## src/rtl/sorted_list_merge_macros.svh

```systemverilog
// ----------------------------------------------------------------------------
// Sorted list merge: assertion macros
// Concurrent check wrappers, empty when SYNTH is defined.
// ----------------------------------------------------------------------------
`ifndef SORTED_LIST_MERGE_MACROS_SVH
`define SORTED_LIST_MERGE_MACROS_SVH

`ifndef SYNTH

// Check a condition at every clock edge outside reset.
`define SLM_ASSERT(lbl, clk, rstn, cond) \
  lbl: assert property (@(posedge clk) disable iff (!rstn) (cond)) \
    else $error("sorted_list_merge: check failed");

// Check that a consequent holds in the cycle after an antecedent.
`define SLM_ASSERT_NEXT(lbl, clk, rstn, ante, cons) \
  lbl: assert property (@(posedge clk) disable iff (!rstn) (ante) |=> (cons)) \
    else $error("sorted_list_merge: check failed");

`else

`define SLM_ASSERT(lbl, clk, rstn, cond)
`define SLM_ASSERT_NEXT(lbl, clk, rstn, ante, cons)

`endif

`endif

```

## src/rtl/slm_pkg.sv

```systemverilog
// ----------------------------------------------------------------------------
// Sorted list merge package
// Field widths, action codes and the controller state type.
// ----------------------------------------------------------------------------
package slm_pkg;

  localparam int unsigned ACTION_W = 2;
  localparam int unsigned VALUE_W  = 32;

  localparam logic [ACTION_W-1:0] ACT_LOAD_A = 2'd0;
  localparam logic [ACTION_W-1:0] ACT_LOAD_B = 2'd1;
  localparam logic [ACTION_W-1:0] ACT_START  = 2'd2;

  typedef enum logic {
    ST_IDLE,
    ST_MERGE
  } slm_state_e;

endpackage

```

## src/rtl/slm_if.sv

```systemverilog
// ----------------------------------------------------------------------------
// Sorted list merge channels
// Valid/ready interfaces for the command input and the merged result output.
// ----------------------------------------------------------------------------
interface slm_in_if;
  import slm_pkg::*;

  logic                       valid;
  logic                       ready;
  logic [ACTION_W-1:0]        action;
  logic signed [VALUE_W-1:0]  value;

  modport source (output valid, action, value, input ready);
  modport sink   (input valid, action, value, output ready);
endinterface

interface slm_out_if;
  import slm_pkg::*;

  logic                       valid;
  logic                       ready;
  logic signed [VALUE_W-1:0]  merged_value;
  logic                       last;
  logic                       dropped;

  modport source (output valid, merged_value, last, dropped, input ready);
  modport sink   (input valid, merged_value, last, dropped, output ready);
endinterface

```

## src/rtl/sorted_list_merge.sv

```systemverilog
// ----------------------------------------------------------------------------
// Sorted list merge
// Loads two ascending lists and streams out their ascending merge.
// ----------------------------------------------------------------------------
// Input beats carry an action and a value: load A and load B append the
// value to list A or list B (one beat per cycle while idle); start streams
// the merge out on the result channel. A load into a full list is dropped
// and flagged on the dropped bit of the last result of the next merge.
// On equal heads, B goes first. Start with both lists empty gives nothing.
// The start beat moves the controller to merge, and the first result is
// registered in the merge state; after that one result per cycle while the
// receiver takes them. The rate is set by the two list RAMs: each holds its
// head read ahead, addressed by the next index. A receiver stall holds the
// result register and the indexes, and the RAMs reread the same heads. The
// input reopens once the last result is registered. Reset clears the counts,
// the overflow flag and the controller; list contents stay undefined until
// loaded.
// ----------------------------------------------------------------------------
`include "sorted_list_merge_macros.svh"

module sorted_list_merge #(
  parameter int unsigned LIST_DEPTH = 32,
  parameter int unsigned DATA_WIDTH = 32
) (
  input  logic      clk_i,
  input  logic      rst_ni,
  slm_in_if.sink    in_i,
  slm_out_if.source out_o
);
  import slm_pkg::*;

  localparam int unsigned AW = (LIST_DEPTH > 1) ? $clog2(LIST_DEPTH) : 1;
  localparam int unsigned CW = $clog2(LIST_DEPTH + 1);
  localparam logic [CW-1:0] DEPTH_C = CW'(LIST_DEPTH);

  slm_state_e state_q, state_d;

  logic [CW-1:0] cnt_a_q, cnt_a_d, cnt_b_q, cnt_b_d;
  logic [CW-1:0] idx_a_q, idx_a_d, idx_b_q, idx_b_d;
  logic          ovf_q, ovf_d;

  logic                      out_valid_q;
  logic signed [VALUE_W-1:0] out_value_q;
  logic                      out_last_q;
  logic                      out_drop_q;

  logic [DATA_WIDTH-1:0] head_a, head_b, head_pick, load_word;

  logic in_fire, do_load_a, do_load_b, do_start, start_empty;
  logic we_a, we_b;
  logic emit, take_a, pick_last;

  // ---------------- handshake and command decode ----------------
  always_comb begin
    in_i.ready = (state_q == ST_IDLE);
    in_fire    = in_i.valid && in_i.ready;
    do_load_a  = 1'b0;
    do_load_b  = 1'b0;
    do_start   = 1'b0;
    case (in_i.action)
      ACT_LOAD_A: do_load_a = in_fire;
      ACT_LOAD_B: do_load_b = in_fire;
      ACT_START:  do_start  = in_fire;
      default: ;
    endcase
    start_empty = (cnt_a_q == '0) && (cnt_b_q == '0);
  end

  assign we_a      = do_load_a && (cnt_a_q < DEPTH_C);
  assign we_b      = do_load_b && (cnt_b_q < DEPTH_C);
  assign load_word = DATA_WIDTH'(in_i.value);

  // ---------------- merge pick ----------------
  always_comb begin
    emit   = (state_q == ST_MERGE) && (!out_valid_q || out_o.ready);
    take_a = (idx_a_q < cnt_a_q) &&
             ((idx_b_q >= cnt_b_q) || ($signed(head_a) < $signed(head_b)));
    if (take_a) begin
      pick_last = (idx_a_q + 1'b1 == cnt_a_q) && (idx_b_q == cnt_b_q);
      head_pick = head_a;
    end else begin
      pick_last = (idx_b_q + 1'b1 == cnt_b_q) && (idx_a_q == cnt_a_q);
      head_pick = head_b;
    end
  end

  // ---------------- next state ----------------
  always_comb begin
    state_d = state_q;
    case (state_q)
      ST_IDLE:  if (do_start && !start_empty) state_d = ST_MERGE;
      ST_MERGE: if (emit && pick_last) state_d = ST_IDLE;
      default:  state_d = ST_IDLE;
    endcase
  end

  // ---------------- counters, indexes, flag ----------------
  always_comb begin
    cnt_a_d = cnt_a_q;
    cnt_b_d = cnt_b_q;
    idx_a_d = idx_a_q;
    idx_b_d = idx_b_q;
    ovf_d   = ovf_q;
    case (state_q)
      ST_IDLE: begin
        if (we_a) cnt_a_d = cnt_a_q + 1'b1;
        if (we_b) cnt_b_d = cnt_b_q + 1'b1;
        if ((do_load_a && !we_a) || (do_load_b && !we_b)) ovf_d = 1'b1;
        if (do_start && start_empty) ovf_d = 1'b0;
      end
      ST_MERGE: begin
        if (emit) begin
          if (pick_last) begin
            // run done: clear for the next load phase
            cnt_a_d = '0;
            cnt_b_d = '0;
            idx_a_d = '0;
            idx_b_d = '0;
            ovf_d   = 1'b0;
          end else if (take_a) begin
            idx_a_d = idx_a_q + 1'b1;
          end else begin
            idx_b_d = idx_b_q + 1'b1;
          end
        end
      end
      default: ;
    endcase
  end

  always_ff @(posedge clk_i or negedge rst_ni) begin
    if (!rst_ni) begin
      state_q     <= ST_IDLE;
      cnt_a_q     <= '0;
      cnt_b_q     <= '0;
      idx_a_q     <= '0;
      idx_b_q     <= '0;
      ovf_q       <= 1'b0;
      out_valid_q <= 1'b0;
    end else begin
      state_q <= state_d;
      cnt_a_q <= cnt_a_d;
      cnt_b_q <= cnt_b_d;
      idx_a_q <= idx_a_d;
      idx_b_q <= idx_b_d;
      ovf_q   <= ovf_d;
      if (emit) begin
        out_valid_q <= 1'b1;
      end else if (out_o.ready) begin
        out_valid_q <= 1'b0;
      end
    end
  end

  always_ff @(posedge clk_i) begin
    if (emit) begin
      out_value_q <= VALUE_W'($signed(head_pick));
      out_last_q  <= pick_last;
      out_drop_q  <= pick_last && ovf_q;
    end
  end

  assign out_o.valid        = out_valid_q;
  assign out_o.merged_value = out_value_q;
  assign out_o.last         = out_last_q;
  assign out_o.dropped      = out_drop_q;

  // ---------------- list RAMs ----------------
  // Read at the next index so the head for the current index is ready.
  // Loads only happen while idle, so a write never meets a merge read.
  slm_ram #(
    .WIDTH (DATA_WIDTH),
    .DEPTH (LIST_DEPTH)
  ) u_ram_a (
    .clk_i   (clk_i),
    .we_i    (we_a),
    .waddr_i (cnt_a_q[AW-1:0]),
    .wdata_i (load_word),
    .raddr_i (idx_a_d[AW-1:0]),
    .rdata_o (head_a)
  );

  slm_ram #(
    .WIDTH (DATA_WIDTH),
    .DEPTH (LIST_DEPTH)
  ) u_ram_b (
    .clk_i   (clk_i),
    .we_i    (we_b),
    .waddr_i (cnt_b_q[AW-1:0]),
    .wdata_i (load_word),
    .raddr_i (idx_b_d[AW-1:0]),
    .rdata_o (head_b)
  );

  // ---------------- checks ----------------
  `SLM_ASSERT(a_idx_in_range, clk_i, rst_ni,
    (idx_a_q <= cnt_a_q) && (idx_b_q <= cnt_b_q) && (cnt_a_q <= DEPTH_C) && (cnt_b_q <= DEPTH_C))
  `SLM_ASSERT(a_merge_has_work, clk_i, rst_ni,
    (state_q != ST_MERGE) || (idx_a_q < cnt_a_q) || (idx_b_q < cnt_b_q))
  `SLM_ASSERT(a_idle_idx_zero, clk_i, rst_ni,
    (state_q != ST_IDLE) || ((idx_a_q == '0) && (idx_b_q == '0)))
  `SLM_ASSERT_NEXT(a_last_clears, clk_i, rst_ni, emit && pick_last,
    (state_q == ST_IDLE) && (cnt_a_q == '0) && (cnt_b_q == '0) && !ovf_q && out_valid_q)

endmodule

```

## src/rtl/slm_ram.sv

```systemverilog
// ----------------------------------------------------------------------------
// Sorted list merge RAM
// Simple dual-port RAM, one write and one registered read port.
// ----------------------------------------------------------------------------
module slm_ram #(
  parameter int unsigned WIDTH = 32,
  parameter int unsigned DEPTH = 32
) (
  input  logic                                       clk_i,
  input  logic                                       we_i,
  input  logic [((DEPTH > 1) ? $clog2(DEPTH) : 1)-1:0] waddr_i,
  input  logic [WIDTH-1:0]                           wdata_i,
  input  logic [((DEPTH > 1) ? $clog2(DEPTH) : 1)-1:0] raddr_i,
  output logic [WIDTH-1:0]                           rdata_o
);

  logic [WIDTH-1:0] mem_q [DEPTH];
  logic [WIDTH-1:0] rdata_q;

  always_ff @(posedge clk_i) begin
    if (we_i) begin
      mem_q[waddr_i] <= wdata_i;
    end
    rdata_q <= mem_q[raddr_i];
  end

  assign rdata_o = rdata_q;

endmodule

```

## src/flat_wrapper.sv

```systemverilog
// flat-port wrapper written by rule: the top's interface ports become plain ports
module sorted_list_merge_flat import slm_pkg::*;
#(
  parameter int unsigned LIST_DEPTH = 32,
  parameter int unsigned DATA_WIDTH = 32
)
  (clk_i, rst_ni, in_i_valid, in_i_action, in_i_value, in_i_ready, out_o_valid, out_o_merged_value, out_o_last, out_o_dropped, out_o_ready);
  slm_in_if in_i_i ();
  slm_out_if out_o_i ();
  input  logic clk_i;
  input  logic rst_ni;
  input wire logic [$bits(in_i_i.valid)-1:0] in_i_valid;
  input wire logic [$bits(in_i_i.action)-1:0] in_i_action;
  input wire logic [$bits(in_i_i.value)-1:0] in_i_value;
  output wire logic [$bits(in_i_i.ready)-1:0] in_i_ready;
  output wire logic [$bits(out_o_i.valid)-1:0] out_o_valid;
  output wire logic [$bits(out_o_i.merged_value)-1:0] out_o_merged_value;
  output wire logic [$bits(out_o_i.last)-1:0] out_o_last;
  output wire logic [$bits(out_o_i.dropped)-1:0] out_o_dropped;
  input wire logic [$bits(out_o_i.ready)-1:0] out_o_ready;
  assign in_i_i.valid = in_i_valid;
  assign in_i_i.action = in_i_action;
  assign in_i_i.value = in_i_value;
  assign in_i_ready = in_i_i.ready;
  assign out_o_valid = out_o_i.valid;
  assign out_o_merged_value = out_o_i.merged_value;
  assign out_o_last = out_o_i.last;
  assign out_o_dropped = out_o_i.dropped;
  assign out_o_i.ready = out_o_ready;
  sorted_list_merge #(.LIST_DEPTH(LIST_DEPTH), .DATA_WIDTH(DATA_WIDTH)) u_core (.clk_i(clk_i), .rst_ni(rst_ni), .in_i(in_i_i), .out_o(out_o_i));
endmodule
```

## config.mk

```make
export PLATFORM = sky130hd
export DESIGN_NAME = sorted_list_merge_flat
export DESIGN_NICKNAME = d
export VERILOG_FILES = /design/src/rtl/slm_pkg.sv /design/src/rtl/slm_if.sv /design/src/rtl/sorted_list_merge.sv /design/src/rtl/slm_ram.sv /design/src/flat_wrapper.sv
export VERILOG_INCLUDE_DIRS = /design/src /design/src/rtl
export SDC_FILE = /design/constraint.sdc
export NUM_CORES = 2
export LEC_CHECK = 0
export BUFFER_PORTS_ARGS = -buffer_cell sky130_fd_sc_hd__buf_2
export CELL_PAD_IN_SITES_DETAIL_PLACEMENT = 1
export CELL_PAD_IN_SITES_GLOBAL_PLACEMENT = 1
export CORE_MARGIN = 3
export CORE_UTILIZATION = 55
export DETAILED_ROUTE_END_ITERATION = 7
export PLACE_DENSITY_LB_ADDON = 0.1
export SLEW_MARGIN = 20
export SYNTH_ARGS = -nofsm -noshare
export SYNTH_HDL_FRONTEND = slang
export SYNTH_HIERARCHICAL = 1
export SYNTH_SLANG_ARGS = --single-unit
```

## constraint.sdc

```tcl
create_clock -name clk_i -period 5.3 [get_ports clk_i]
set_clock_uncertainty 0.15 [all_clocks]
set_input_delay 0.795 -clock clk_i [delete_from_list [all_inputs] [get_ports clk_i]]
set_output_delay 0.795 -clock clk_i [all_outputs]
set_load 0.01 [all_outputs]
```

; ---- Word level (Yosys, flattened, before mapping)
; Memories as Yosys holds them, arrays and structs flattened. A register that Yosys moved wholly into a read port is not among the register bits.
; Cells that the tools add are included.
[word_totals]
ramBits = 2048
memories = 2
reg_bits = 61
elab_cells = 100
output_inout_bits = 36
inputBits = 38
[mem_list]
columns = name, depth, width, read_ports, rd_clocked_by_memory_dff, write_ports, line_no
row1 = u_core.u_ram_a.mem_q, 32, 32, 1, 1, 1, slm_ram.sv:17  ; logic [WIDTH-1:0] mem_q [DEPTH];
row2 = u_core.u_ram_b.mem_q, 32, 32, 1, 1, 1, slm_ram.sv:17
[op_classes]
n_reduce_logical = 31
bitwise_logic = 1
mux = 33
eq_ne = 12
addsub = 4
order_cmp = 5
[ops]
columns = operator, n
row1 = 2-to-1 mux 6 bit, 8
row2 = < comparator 32 bit, 1
row3 = 2-to-1 mux 32 bit, 1
row4 = adder 6 x 1 -> 6 bit (second input constant), 4
row5 = equality test 6 bit, 4
row6 = one-hot mux 6 bit (2 select lines), 2
row7 = 2-to-1 mux 5 bit, 4
row8 = 2-to-1 mux 1 bit, 16
row9 = AND reduction 3 bit, 5
row10 = logical AND 1 bit, 14
row11 = logical NOT 6 bit, 2
row12 = < comparator 6 bit (second input constant), 2
row13 = >= comparator 6 bit, 1
row14 = < comparator 6 bit, 1
row15 = != test 2 bit (second input constant), 3
row16 = logical NOT 1 bit, 4
row17 = != test 2 x 1 -> 1 bit (second input constant), 2
row18 = one-hot mux 1 bit (2 select lines), 2
row19 = nonzero test 2 bit, 2
row20 = logical OR 1 bit, 3
row21 = != test 3 x 1 -> 1 bit (second input constant), 1
row22 = equality test 2 x 1 -> 1 bit (second input constant), 1
row23 = equality test 2 bit (second input constant), 1
row24 = logical NOT 2 bit, 1
row25 = NOT 1 bit, 1

; ---- Logic depth before layout (Yosys ltp)
[logic_depth]
word_depth = 10
ltp_mapped = 19
depth_no_buf = 14

; ---- Hierarchy
; The synthesis kept the hierarchy.
[by_module_without_submodules]
columns = module, seq_area_each_um2, cells_each, area_each_um2, instances
row1 = slm_ram, 31390.1, 2260, 40485.1, 2
row2 = sorted_list_merge, 1696.6, 405, 4372.9, 1

; ---- Worst setup path after synthesis
; OpenSTA, ideal clock, no wires.
[synth_path]
kind = input to register
start = input port in_i_action[1]
end = memory u_core.u_ram_b.mem_q[12][0], enable pin
arrival_ps = 3739
path_buffers = 1
slack_ps = 990
required_time_ps = 4729
cell_stages = 6
path_cell_list = inv_1 -> nand3_1 -> nor3_1 -> or3b_2 -> clkbuf_1 -> nor2_1
[synth_via]
elab_chain_len = 5
[synth_lines]
columns = element, line_no
row1 = start: declaration, flat_wrapper.sv:13  ; input wire logic [$bits(in_i_i.action)-1:0] in_i_action;
row2 = equality test 2 x 1 -> 1 bit, sorted_list_merge.sv:60  ; case (in_i.action)
row3 = 2-to-1 mux 1 bit, sorted_list_merge.sv:60
row4 = logical AND 1 bit, sorted_list_merge.sv:70  ; assign we_b = do_load_b && (cnt_b_q < DEPTH_C);
row5 = named net u_core.we_b, sorted_list_merge.sv:50  ; logic we_a, we_b;
row6 = 2-to-1 mux 1 bit, slm_ram.sv:21  ; if (we_i) begin
row7 = 2-to-1 mux 1 bit (implied by the code), slm_ram.sv:22  ; mem_q[waddr_i] <= wdata_i;
row8 = end: declaration, slm_ram.sv:17
; The timed path passes the listed nets, and every way through them passes these cells.

; ---- Worst setup path in the final report
[layout_path]
start = register u_core.u_ram_b.rdata_q[11] (netlist: u_core/u_ram_b/rdata_o[11]) (read register of u_core.u_ram_b.mem_q)
end = register u_core.u_ram_b.rdata_q[27] (netlist: u_core/u_ram_b/rdata_o[27]) (read register of u_core.u_ram_b.mem_q)
[layout_via]
elab_chain_len = 7
word_cells_on_any_way = 8
classes_between = 1 x order compare / 5 x mux / 2 x reduce/logical
[layout_lines]
columns = element, line_no
row1 = start: declaration, slm_ram.sv:18  ; logic [WIDTH-1:0] rdata_q;
row2 = < comparator 32 bit (*), sorted_list_merge.sv:77  ; ((idx_b_q >= cnt_b_q) || ($signed(head_a) < $signed(head_b)));
row3 = logical OR 1 bit (*), sorted_list_merge.sv:77
row4 = logical AND 1 bit (*), sorted_list_merge.sv:76  ; take_a = (idx_a_q < cnt_a_q) &&
row5 = 2-to-1 mux 6 bit or 2-to-1 mux 1 bit (tied branches), "sorted_list_merge.sv:120, sorted_list_merge.sv:78"
row6 = 2-to-1 mux 6 bit (*), sorted_list_merge.sv:113  ; if (pick_last) begin
row7 = 2-to-1 mux 5 bit (*), sorted_list_merge.sv:112  ; if (emit) begin
row8 = 2-to-1 mux 5 bit (*), sorted_list_merge.sv:104  ; case (state_q)
row9 = named net u_core.idx_b_d[0], sorted_list_merge.sv:39  ; logic [CW-1:0] idx_a_q, idx_a_d, idx_b_q, idx_b_d;
; The timed path passes the listed nets; every way through them passes the cells marked *. The select of a mux whose other input is x is not followed.
; A chain may end at the register's enable or synchronous reset.

==> impl_metrics.py <==
metrics = {
    "worst_setup_path": {
        "startpoint_type": "register",
        "crit_path_end_kind": "register",
        "crit_arrival_ns": 5.66,
        "criticalPathCategory": "register to register",
        "cp.required_ns": 5.77,
        "worst-path-max-fanout": 39,
    },
    "placed_design": {
        "dp_cells": 7053,
        "place.gp.congestion": 0.887,
        "place_hpwl_um": 144000,
        "port_buffers": 73,
        "dp_slack_ns": -0.193,
    },
    "sta": {
        "final.min_clock_period_ns": 5.19,
        "finalMaxSlewViolations": 0,
        "fin_crit_sh_pct": 97.9,
        "slew_headroom_pct": 22.8,
        "setup_ws_ns": 0.114,
        "tightest_slew_ns": 1.15,
        "fmax_mhz": 193,
        "setup_viol": 0,
        "finalHoldViolCount": 0,
    },
    "layout": {
        "nets": 5331,
        "final_cell_count_no_fill": 7473,
        "syn_to_final_growth_pct": 13.6,
        "drive_above_1_share_pct": 14.6,
        "utilization_pct": 63.4,
        "fillCellCount": 13200,
    },
    "floorplanning": {
        "pin_count": 74,
        "core_um2": 153000,
        "start_util_pct": 55.8,
        "dieHeight_um": 400,
        "rows": 143,
        "dieArea_um2": 160000,
        "die_w_um": 400,
    },
    "detailed_routing": {
        "drtIter0Drc": 5257,
        "drc": 0,
        "vias_per_cell": 6.43,
        "routed_wl_um": 245000,
        "wl_per_cell_um": 32.8,
        "dr.pass1.iters": 5,
        "num_vias": 48100,
        "ant_nets": 0,
    },
    "global_route": {
        "antenna_found_initial": 9,
        "use_met2_pct": 47.4,
        "grt_pass1_vias": 48600,
        "met1_usage_pct": 46.3,
        "grt_max_degree": 72,
        "grt_use_total_pct": 30.7,
        "grt_pass1_wl_um": 349000,
        "groute.layer.met3.usage_pct": 4.67,
        "gr-max-usage-layer": "met2",
        "overflow": 0,
    },
    "logic_synthesis": {
        "synth.avg_cell_area_um2": 17.3,
        "synth.area.top_cells": "edfxtp_1 (73%), mux2i_1 (12%), a22oi_1 (1.7%)",
        "synth_ff_type": "edfxtp_1",
        "ys_ff_latch": 2173,
        "synth_top_area_share_pct": 73.3,
        "ys_seq_area_share_pct": 75.6,
        "syn_area_um2": 85300,
        "ys_types": 65,
        "yosys.area.top_type": "edfxtp_1",
        "synth_cells": 4925,
        "syn_nets": 5012,
        "synth_edf_count": 2082,
        "async_flop_share_pct": 1.24,
        "synth.yosys.warnings": 6,
    },
    "clocking": {
        "clock_sinks": 2173,
        "cts_buffer_depth": 3,
        "clkLatencyLatePin_ns": 0.83,
        "cts_tree": "yes",
        "root_buffer": "clkbuf_16",
        "htree_num_levels": 4,
        "cts_made_buffers": 215,
        "path_clk_slew_ns": 0.06,
    },
    "run": {
        "cap_violations": 0,
    },
    "run_status": {
        "status": "complete, no violations",
    },
    "min_path": {
        "hold_path.class": "input pin to register",
    },
}
[through the flow]
step,cell area (um2),hold WS (ns),setup TNS (ns)
5_1_grt,96900,0.203,-0.00237
3_3_place_gp,90100,0.361,-1.04
2_1_floorplan,85300,0.328,0
4_1_cts,96800,0.135,0
6_report,96900,0.190,0
3_5_place_dp,90100,0.401,-1.16
[per-layer routing]
layer	wire, um	share of wire, %
met1	106000	43
met2	113000	46
met3	21200	8.6
met4	5170	2.1
met5	13	0.0053
[critical path, cell delays in order, from the launching register on]
cell and delay (ns):
dfxtp_1 0.40, inv_1 0.06, ha_1 0.29, a21oi_1 0.19, o21ai_0 0.15, a221oi_2 0.42
a2111oi_4 0.15, o31a_4 0.41, nor3_1 0.26, buf_4 0.19, a2bb2oi_4 0.16, buf_12 0.15
buf_12 0.26, buf_4 0.33, mux2i_1 0.32, a22o_1 0.18, nor3_1 0.06, a31oi_2 0.45
nand3_1 0.31
[sequential cells by signal, summed over array words and instances (netlist names), 32 cells and up]
name                       cells
u_core/u_ram_a/rdata_o        32
u_core/u_ram_b/rdata_o        32
u_core/u_ram_b/mem_q        1024
u_core/out_o.merged_value     32
u_core/u_ram_a/mem_q        1024
[path summary, 6_finish.rpt]
check	startpoint	end	slack (ns)	depth (start not counted)
min	out_o_ready	u_core/out_o.valid	0.19	3
min in group asynchronous	rst_ni	u_core/idx_b_q[3]	0.69	2
max	u_core/u_ram_b/rdata_o[11]	u_core/u_ram_b/rdata_o[27]	0.11	18
max reg2reg	u_core/u_ram_b/rdata_o[11]	u_core/u_ram_b/rdata_o[27]	0.11	18
min reg2reg	u_core/ovf_q	u_core/ovf_q	0.41	2
max in group asynchronous	rst_ni	u_core/idx_a_q[3]	3.78	2
[cells in the final DEF, fill, tap and decap left out, types with 4 or more instances in the layout]
| cell type | synthesis | final |
|---|---|---|
| dfrtp_1 | 27 | 27 |
| dfxtp_1 | 64 | 58 |
| o21ai_0 | 16 | 15 |
| diode_2 | 0 | 18 |
| edfxtp_1 | 2082 | 2082 |
| buf_4 | 66 | 229 |
| a22o_1 | 132 | 132 |
| mux2_4 | 26 | 26 |
| nand2b_1 | 6 | 6 |
| a22oi_1 | 192 | 192 |
| nand3_1 | 210 | 210 |
| xnor2_1 | 16 | 16 |
| clkinvlp_4 | 0 | 6 |
| nand2_1 | 219 | 219 |
| nor4_1 | 5 | 5 |
| a21oi_1 | 211 | 210 |
| clkbuf_8 | 0 | 5 |
| nor2_1 | 89 | 23 |
| or3b_2 | 6 | 6 |
| buf_12 | 2 | 59 |
| a31oi_2 | 0 | 16 |
| nor3_1 | 78 | 77 |
| bufinv_16 | 0 | 8 |
| inv_6 | 0 | 7 |
| clkinv_2 | 0 | 26 |
| mux2_2 | 7 | 6 |
| nand4_1 | 5 | 5 |
| and3_1 | 4 | 4 |
| nand3b_1 | 11 | 11 |
| nor2_4 | 0 | 66 |
| clkbuf_1 | 96 | 75 |
| inv_1 | 53 | 53 |
| mux2i_1 | 1029 | 1029 |
| clkinv_1 | 0 | 45 |
| clkbuf_16 | 0 | 222 |
| a31oi_1 | 66 | 50 |
| buf_2 | 53 | 73 |
| dfxtp_2 | 0 | 6 |
| ha_1 | 49 | 49 |
[cells in the mapped netlist, drive strengths merged, types with 33 or more instances]
cell type and n:
mux2i 1029, dfxtp 64, clkbuf 100, mux2 33, a22oi 192, a31oi 66, nand3 210, a22o 132
nand2 219, edfxtp 2082, nor2 89, ha 49, buf 163, nor3 78, a21oi 211, inv 53
[repair_timing]
action,4_1_cts,5_1_grt
pin swaps,0,1
cloned,0,1
setup buffers,0,2
setup endpoints to repair,15,15
resized for setup,18,7
hold buffers,1,0
endpoints found under the hold margin,27,0
[logic make-up after synthesis]
kind of cell               Yosys count  share of synthesized area, %
AOI/OAI and AO/OA                  644                          5.19
xor gates and xnor gates            21                         0.248
adders and majority gates           49                         0.718
buffers and inverters              316                          2.10
DFF                               2173                          75.6
muxes                             1062                          12.6
and+or+nand+nor                    660                          3.58
[layout make-up]
type,count,area (um2),share of cell area [%]
repair buffers,365,3340,3.44
diodes,18,45.0,0.0465
clock inverters,97,712,0.734
flip-flops and latches,2173,64500,66.5
well taps,2030,2540,2.62
inverters,53,199,0.205
clock buffers,301,5880,6.07
multi-input cells,2436,19700,20.4
Power is not shown: default switching activity piles up to over one toggle a cycle in this logic, so the estimate is an artifact.
